==> src/rtl/core/bimm_pkg.sv <==
`default_nettype none
package bimm_pkg;

    localparam int DIM_W      = 7;
    localparam int IDX_W      = 6;
    localparam int ELEM_W     = 32;
    localparam int KIND_W     = 3;
    localparam int IN_DATA_W  = 48;
    localparam int OUT_USER_W = KIND_W + 1;
    localparam int APB_AW     = 4;
    localparam int APB_DW     = 32;

    localparam logic [KIND_W-1:0] REQ_WRITE_A = 3'd0;
    localparam logic [KIND_W-1:0] REQ_WRITE_B = 3'd1;
    localparam logic [KIND_W-1:0] REQ_WRITE_C = 3'd2;
    localparam logic [KIND_W-1:0] REQ_COMPUTE = 3'd3;
    localparam logic [KIND_W-1:0] REQ_READ_C  = 3'd4;

    localparam logic [1:0] REG_ROWS_A    = 2'd0;
    localparam logic [1:0] REG_INNER_DIM = 2'd1;
    localparam logic [1:0] REG_COLS_B    = 2'd2;

    typedef struct packed {
        logic valid;
        logic last;
    } mac_ctl_t;

endpackage
`default_nettype wire

==> src/rtl/core/bimm_mac.sv <==
`default_nettype none
module bimm_mac (
    input  logic                          clk,
    input  logic                          rst_n,
    input  bimm_pkg::mac_ctl_t            ctl,
    input  logic [bimm_pkg::ELEM_W-1:0]   a_data,
    input  logic [bimm_pkg::ELEM_W-1:0]   b_data,
    output logic                          done,
    output logic [bimm_pkg::ELEM_W-1:0]   sum
);
    import bimm_pkg::*;

    logic [ELEM_W-1:0] prod_reg;
    logic [ELEM_W-1:0] acc_reg;
    logic              p_v_reg;
    logic              p_last_reg;

    // running dot product; wraps mod 2^32
    assign sum  = acc_reg + prod_reg;
    assign done = p_v_reg & p_last_reg;

    always_ff @(posedge clk or negedge rst_n)
    begin
        if (!rst_n)
        begin
            p_v_reg    <= 1'b0;
            p_last_reg <= 1'b0;
            acc_reg    <= '0;
        end
        else
        begin
            p_v_reg    <= ctl.valid;
            p_last_reg <= ctl.last;
            if (p_v_reg)
            begin
                acc_reg <= p_last_reg ? '0 : sum;
            end
        end
    end

    always_ff @(posedge clk)
    begin
        if (ctl.valid)
        begin
            prod_reg <= a_data * b_data;
        end
    end

endmodule
`default_nettype wire

==> config.mk <==
export PLATFORM = sky130hd
export DESIGN_NAME = bimm_mac
export DESIGN_NICKNAME = d
export VERILOG_FILES = /design/src/rtl/core/bimm_pkg.sv /design/src/rtl/core/bimm_mac.sv
export SDC_FILE = /design/constraint.sdc
export NUM_CORES = 1
export LEC_CHECK = 0
export ABC_AREA = 1
export BUFFER_PORTS_ARGS = -buffer_cell sky130_fd_sc_hd__clkbuf_2
export CAP_MARGIN = 25
export CORE_MARGIN = 4
export CORE_UTILIZATION = 60
export CTS_BUF_LIST = sky130_fd_sc_hd__clkbuf_8
export CTS_CLUSTER_SIZE = 24
export DETAILED_ROUTE_END_ITERATION = 8
export GPL_TIMING_DRIVEN = 0
export HOLD_SLACK_MARGIN = 0.15
export PLACE_DENSITY = 0.86
export SLEW_MARGIN = 30
export SYNTH_ARGS = -nofsm -noshare
export SYNTH_HDL_FRONTEND = slang
export SYNTH_SLANG_ARGS = --single-unit
==> constraint.sdc <==
create_clock -name clk -period 5.7 [get_ports clk]
set_clock_uncertainty 0.05 [all_clocks]
set_input_delay 1.14 -clock clk [delete_from_list [all_inputs] [get_ports clk]]
set_output_delay 1.14 -clock clk [all_outputs]
set_load 0.1 [all_outputs]
* Word level (Yosys, flattened, before mapping)
Cells that the tools add are included.
** Word-level totals
- Output and inout bits :: 33
- Register bits after elaboration :: 66
- RAM bits :: 0
- Memory bits (read-only) :: 0
- Memories kept :: 0
- Bits of input ports :: 68
- Word-level logic and storage cells :: 8
- Bits in latches :: 0
** Operators by class
- Reduce and logical (&&, ||, !) cells :: 0
- Add/subtract/negate cells :: 1
- Bitwise gates (word level) :: 1
- $lt $le $gt $ge :: 0
- Shifts and indexed selects :: 0
- Multiply operators :: 1
- Mux-type cells :: 1
- Divide/modulo/power cells :: 0
- Equal/unequal tests :: 0
** Operator list (number)
- adder 32 bit :: 1
- multiplier 32 x 32 -> 32 bit :: 1
- two-way mux 32 bit :: 1
- bitwise AND 1 bit :: 1

* Depth between registers and ports, before layout
- Word-level depth :: 2
- Gate-level depth with buffers :: 31
- Depth with buffers taken out :: 29

* Worst setup path after synthesis
Ideal clock, no wire load.
- Kind :: input-to-reg
- From :: in b_data[12] (netlist name)
- To :: reg prod_reg[29] (data pin)
- Arrival time :: 7.036 ns
- Required time :: 5.388 ns
- Library setup time :: 0.262 ns
- Stages :: 23
- Buffers on the path :: 2
- Setup slack :: -1.648 ns
- Cells stage by stage :: clkbuf_1 -> buf_1 -> nand2_1 -> fa_1 -> inv_1 -> fa_1 -> inv_1 -> fa_1 -> inv_1 -> fa_1 -> inv_1 -> fa_1 -> inv_1 -> fa_1 -> fa_1 -> fa_1 -> ha_1 -> nand2_1 -> nor4_1 -> nand3_1 -> nand3_1 -> a21oi_1 -> xor2_1
** Between the ends
- Cells in the longest elaborated chain, start to end :: 1
** RTL lines
- start: declaration :: line bimm_mac.sv:7 : input logic [bimm_pkg::ELEM_W-1:0] b_data,
- multiplier 32 x 32 -> 32 bit :: line bimm_mac.sv:45 : prod_reg <= a_data * b_data;
- end signal: assignment :: line bimm_mac.sv:45
- end: declaration :: line bimm_mac.sv:13 : logic [ELEM_W-1:0] prod_reg;
No other way between the ends.
A chain may end at the register's enable or synchronous reset.

* Final worst setup path
Same ends and word-level chain as after synthesis.

==> results.md <==
- WP data required: 5.75 ns
- Commonest non-fill, non-tap cell in the layout: nand2_1
- Top-area cell type share of the netlist area: 0.394
- Post-Syn Area per Cell: 7.67 sq um
- Slew Limit Fails: 0
- Root buffer cell: clkbuf_8
- Cts bufs inserted: 9
- Final setup margin: -1.62 ns
- Slew at the pin closest to its max-slew limit: 1.03 ns
- Rows: 67
- Initial Utilization: 0.614
- DP HPWL: 55500 microns
- Crit path buffers/inverters: 8
- HP Start: acc_reg[16]
- Top Family by Delay on Critical Path: adder cells
- Yosys warning total: 0
- Sequential-to-total area share from yosys stat: 0.0872
- Hold Path Cell Cnt: 2
- Fin crit period: 7.32 ns
- Final worst path period share: 1.28
- Ys flop type: dfrtp_1
- Crit path kind: input pin to flip-flop
- Violated checks: negative setup slack
- CP Cell Sequence: clkbuf_8 -> buf_12 -> buf_4 -> nand2_1 -> fa_1 -> inv_1 -> fa_1 -> inv_2 -> fa_1 -> inv_2 -> fa_1 -> inv_1 -> fa_1 -> fa_1 -> fa_1 -> fa_1 -> inv_2 -> ha_4 -> nand2_4 -> nor4_4 -> nand3_1 -> nand3_2 -> a21oi_2 -> xor2_1
- Worst Hold End: acc_reg[16]
- Top-Level Pins: 101
- CP dominant cell by count: fa_1
- Status: finished, violations left
- Worst Reg2Reg Path Length in Cells: 12
- Die Y: 194 microns
- Routed WL per cell: 22.6 microns
- Max_slew headroom: 0.312
- Post-route ant nets: 0
- Largest net degree at the start of global routing: 35
- Final total negative setup slack: -27.62 ns
- Antenna diode count: 0
- Yosys cell types: 51
- TritonRoute pass-1 iters: 6
- Global-route wire length before repair: 111000 microns
- Final Hold Fails: 0
- Remaining DRCs: 0
- DRT iter0 DRCs: 2028
- Tot GR Track Use: 0.378
- Fin cells: 3350
- Startpoint class of the critical path: input pin
- Full die area: 37700 sq um
- Longest Clk Path Bufs: 2
- DR vias: 19.4k
- Final net count: 3528
- Synthesis-stage register bit count: 66
- Worst reg2reg setup slack: 3.20 ns
- Gp weighted congestion: 0.995
- Crit path largest cell delay: 0.61 ns
- Commonest cells after routing, fill and taps aside: 755 x nand2_1, 716 x inv_1, 376 x fa_1
- Reg-to-Reg End: acc_reg[16]
- # hold bufs at CTS: 0
- Crit end category: flip-flop
- Skew-Pair Late Insertion Delay: 0.36 ns
- Post-synth EDFFs: 32
- CTS HTree Levels: 3
- Syn Nets: 3339
- Reg-to-reg critical path startpoint: prod_reg[0]
- Antenna violations before repair: 1
- Vias in the first global route: 20.6k
- Slowest cell on the critical path: fa_1
- RSZ-0062 raised after global routing: yes
- Critical path peak fanout: 6
- WP data arrival: 7.37 ns
- Post-synthesis cell count: 2708
- Placed Cells: 3234
- Total gr overflow: 0
- Via/cell ratio: 5.80
- Fmax: 137 MHz
- Maxcap violations: 0
- Synth-to-layout area growth: 21.2%
- Die width: 194 microns
- CTS tree: built
- CTS clk-pin slew, worst paths: 0.08 ns
- Port Buf Inserts: 78
- Share of post-route cells with drive strength above 1: 0.190
- Clock sink count: 66
- Main area contributors after synthesis: fa_1 39%, nand2_1 15%, inv_1 14%
- Total Wirelength: 75600 microns
- Final setup fails: 23
- Worst hold path type: flip-flop to flip-flop
- Core region area: 33900 sq um
- Post-Syn Area: 20800 sq um
- Synth area leader: fa_1
- Ys async rst share: 0.515
-- cell type report --
type / count / area [sq um]
multi-input cells: 1765 / 16900
fillers: 2328 / 8680
inverters: 768 / 2890
flip-flops and latches: 66 / 1810
repair buffers: 186 / 1510
plain buffers: 101 / 1340
well taps: 448 / 561
clock buffers: 9 / 124
clock inverters: 7 / 77.6
-- worst reg2reg max path: stages (launching register included) --
cell and delay (ns):
edfxtp_1 0.39, ha_1 0.24, fa_1 0.40, nand3_1 0.10
nand2_1 0.14, nand2_1 0.11, nand3_2 0.09, a21oi_2 0.26
o21bai_2 0.16, a21oi_1 0.17, nand2_1 0.09, nand3_1 0.13
nand2_1 0.06
-- what timing repair did --
| item | 4_1_cts | 5_1_grt |
|---|---|---|
| buffers inserted | 65 | 44 |
| setup endpoints to repair | 23 | 24 |
| resized for setup | 322 | 170 |
| pin swaps | 105 | 112 |
-- cell usage after synthesis, types with 3 or more instances --
master    instances
o21ai_0          22
xor2_1           42
nor2_2            3
clkinv_1          3
a31oi_1          10
xnor2_1          21
clkbuf_1         74
nor3_1            9
inv_1           758
or2_1             5
nand2_1         807
nand3_1          66
ha_1            154
nor2_1           54
xor2_2            4
buf_1             9
nor3_2            4
buf_4             4
a22o_1           14
inv_2             7
and2_1            8
nand4_1          10
nand3b_1         12
fa_1            409
o21ai_2           4
dfrtp_1          34
nand2_2           4
o21ai_1          11
buf_2            22
a21oi_2           3
o21bai_1          5
nor4_1            4
edfxtp_1         32
a21oi_1          57
o21bai_2          3
a21o_1            5
-- worst max path at each step --
stage,start,end,slack (ns),cells past startpoint
detailed placement,a_data[9],prod_reg[31],-2.79,26
global placement,a_data[9],prod_reg[31],-2.63,26
CTS,a_data[6],prod_reg[31],-1.47,27
floorplan,b_data[7],prod_reg[25],-1.30,28
global route,b_data[16],prod_reg[31],-1.75,25
finish,b_data[12],prod_reg[29],-1.62,24
-- routing by layer --
layer	track usage	share of wire	vias to the layer above
met5	0	0.00012	-
met4	0.268	0.10	2
met3	0.0848	0.11	560
met2	0.640	0.46	1512
met1	0.422	0.32	9197
li1	-	-	8162
-- logic make-up (layout without fill, tap and decap cells) --
kind of cell	Yosys count	after routing	synth area share
flops	66	66	0.0872
xor+xnor	67	67	0.0297
buf+inv	877	1071	0.160
compound gates	145	145	0.0440
fa+ha+maj	563	563	0.487
simple gates	990	990	0.192
-- metrics by stage --
| stage | cell area [sq um] | setup WS (ns) | utilization | hold slack, ns |
|---|---|---|---|---|
| after floorplan | 21300 | -1.30 | - | 0.403 |
| after global placement | 22300 | -2.63 | 0.657 | 0.417 |
| after detailed placement | 22300 | -2.79 | 0.657 | 0.421 |
| after CTS | 24400 | -1.47 | 0.720 | 0.442 |
| after global routing | 25200 | -1.75 | 0.744 | 0.458 |
| final | 25200 | -1.62 | 0.744 | 0.441 |
Power is left out: the tool's default activity adds up to more than one toggle a clock period on the data nets, which glitch-free logic cannot reach.
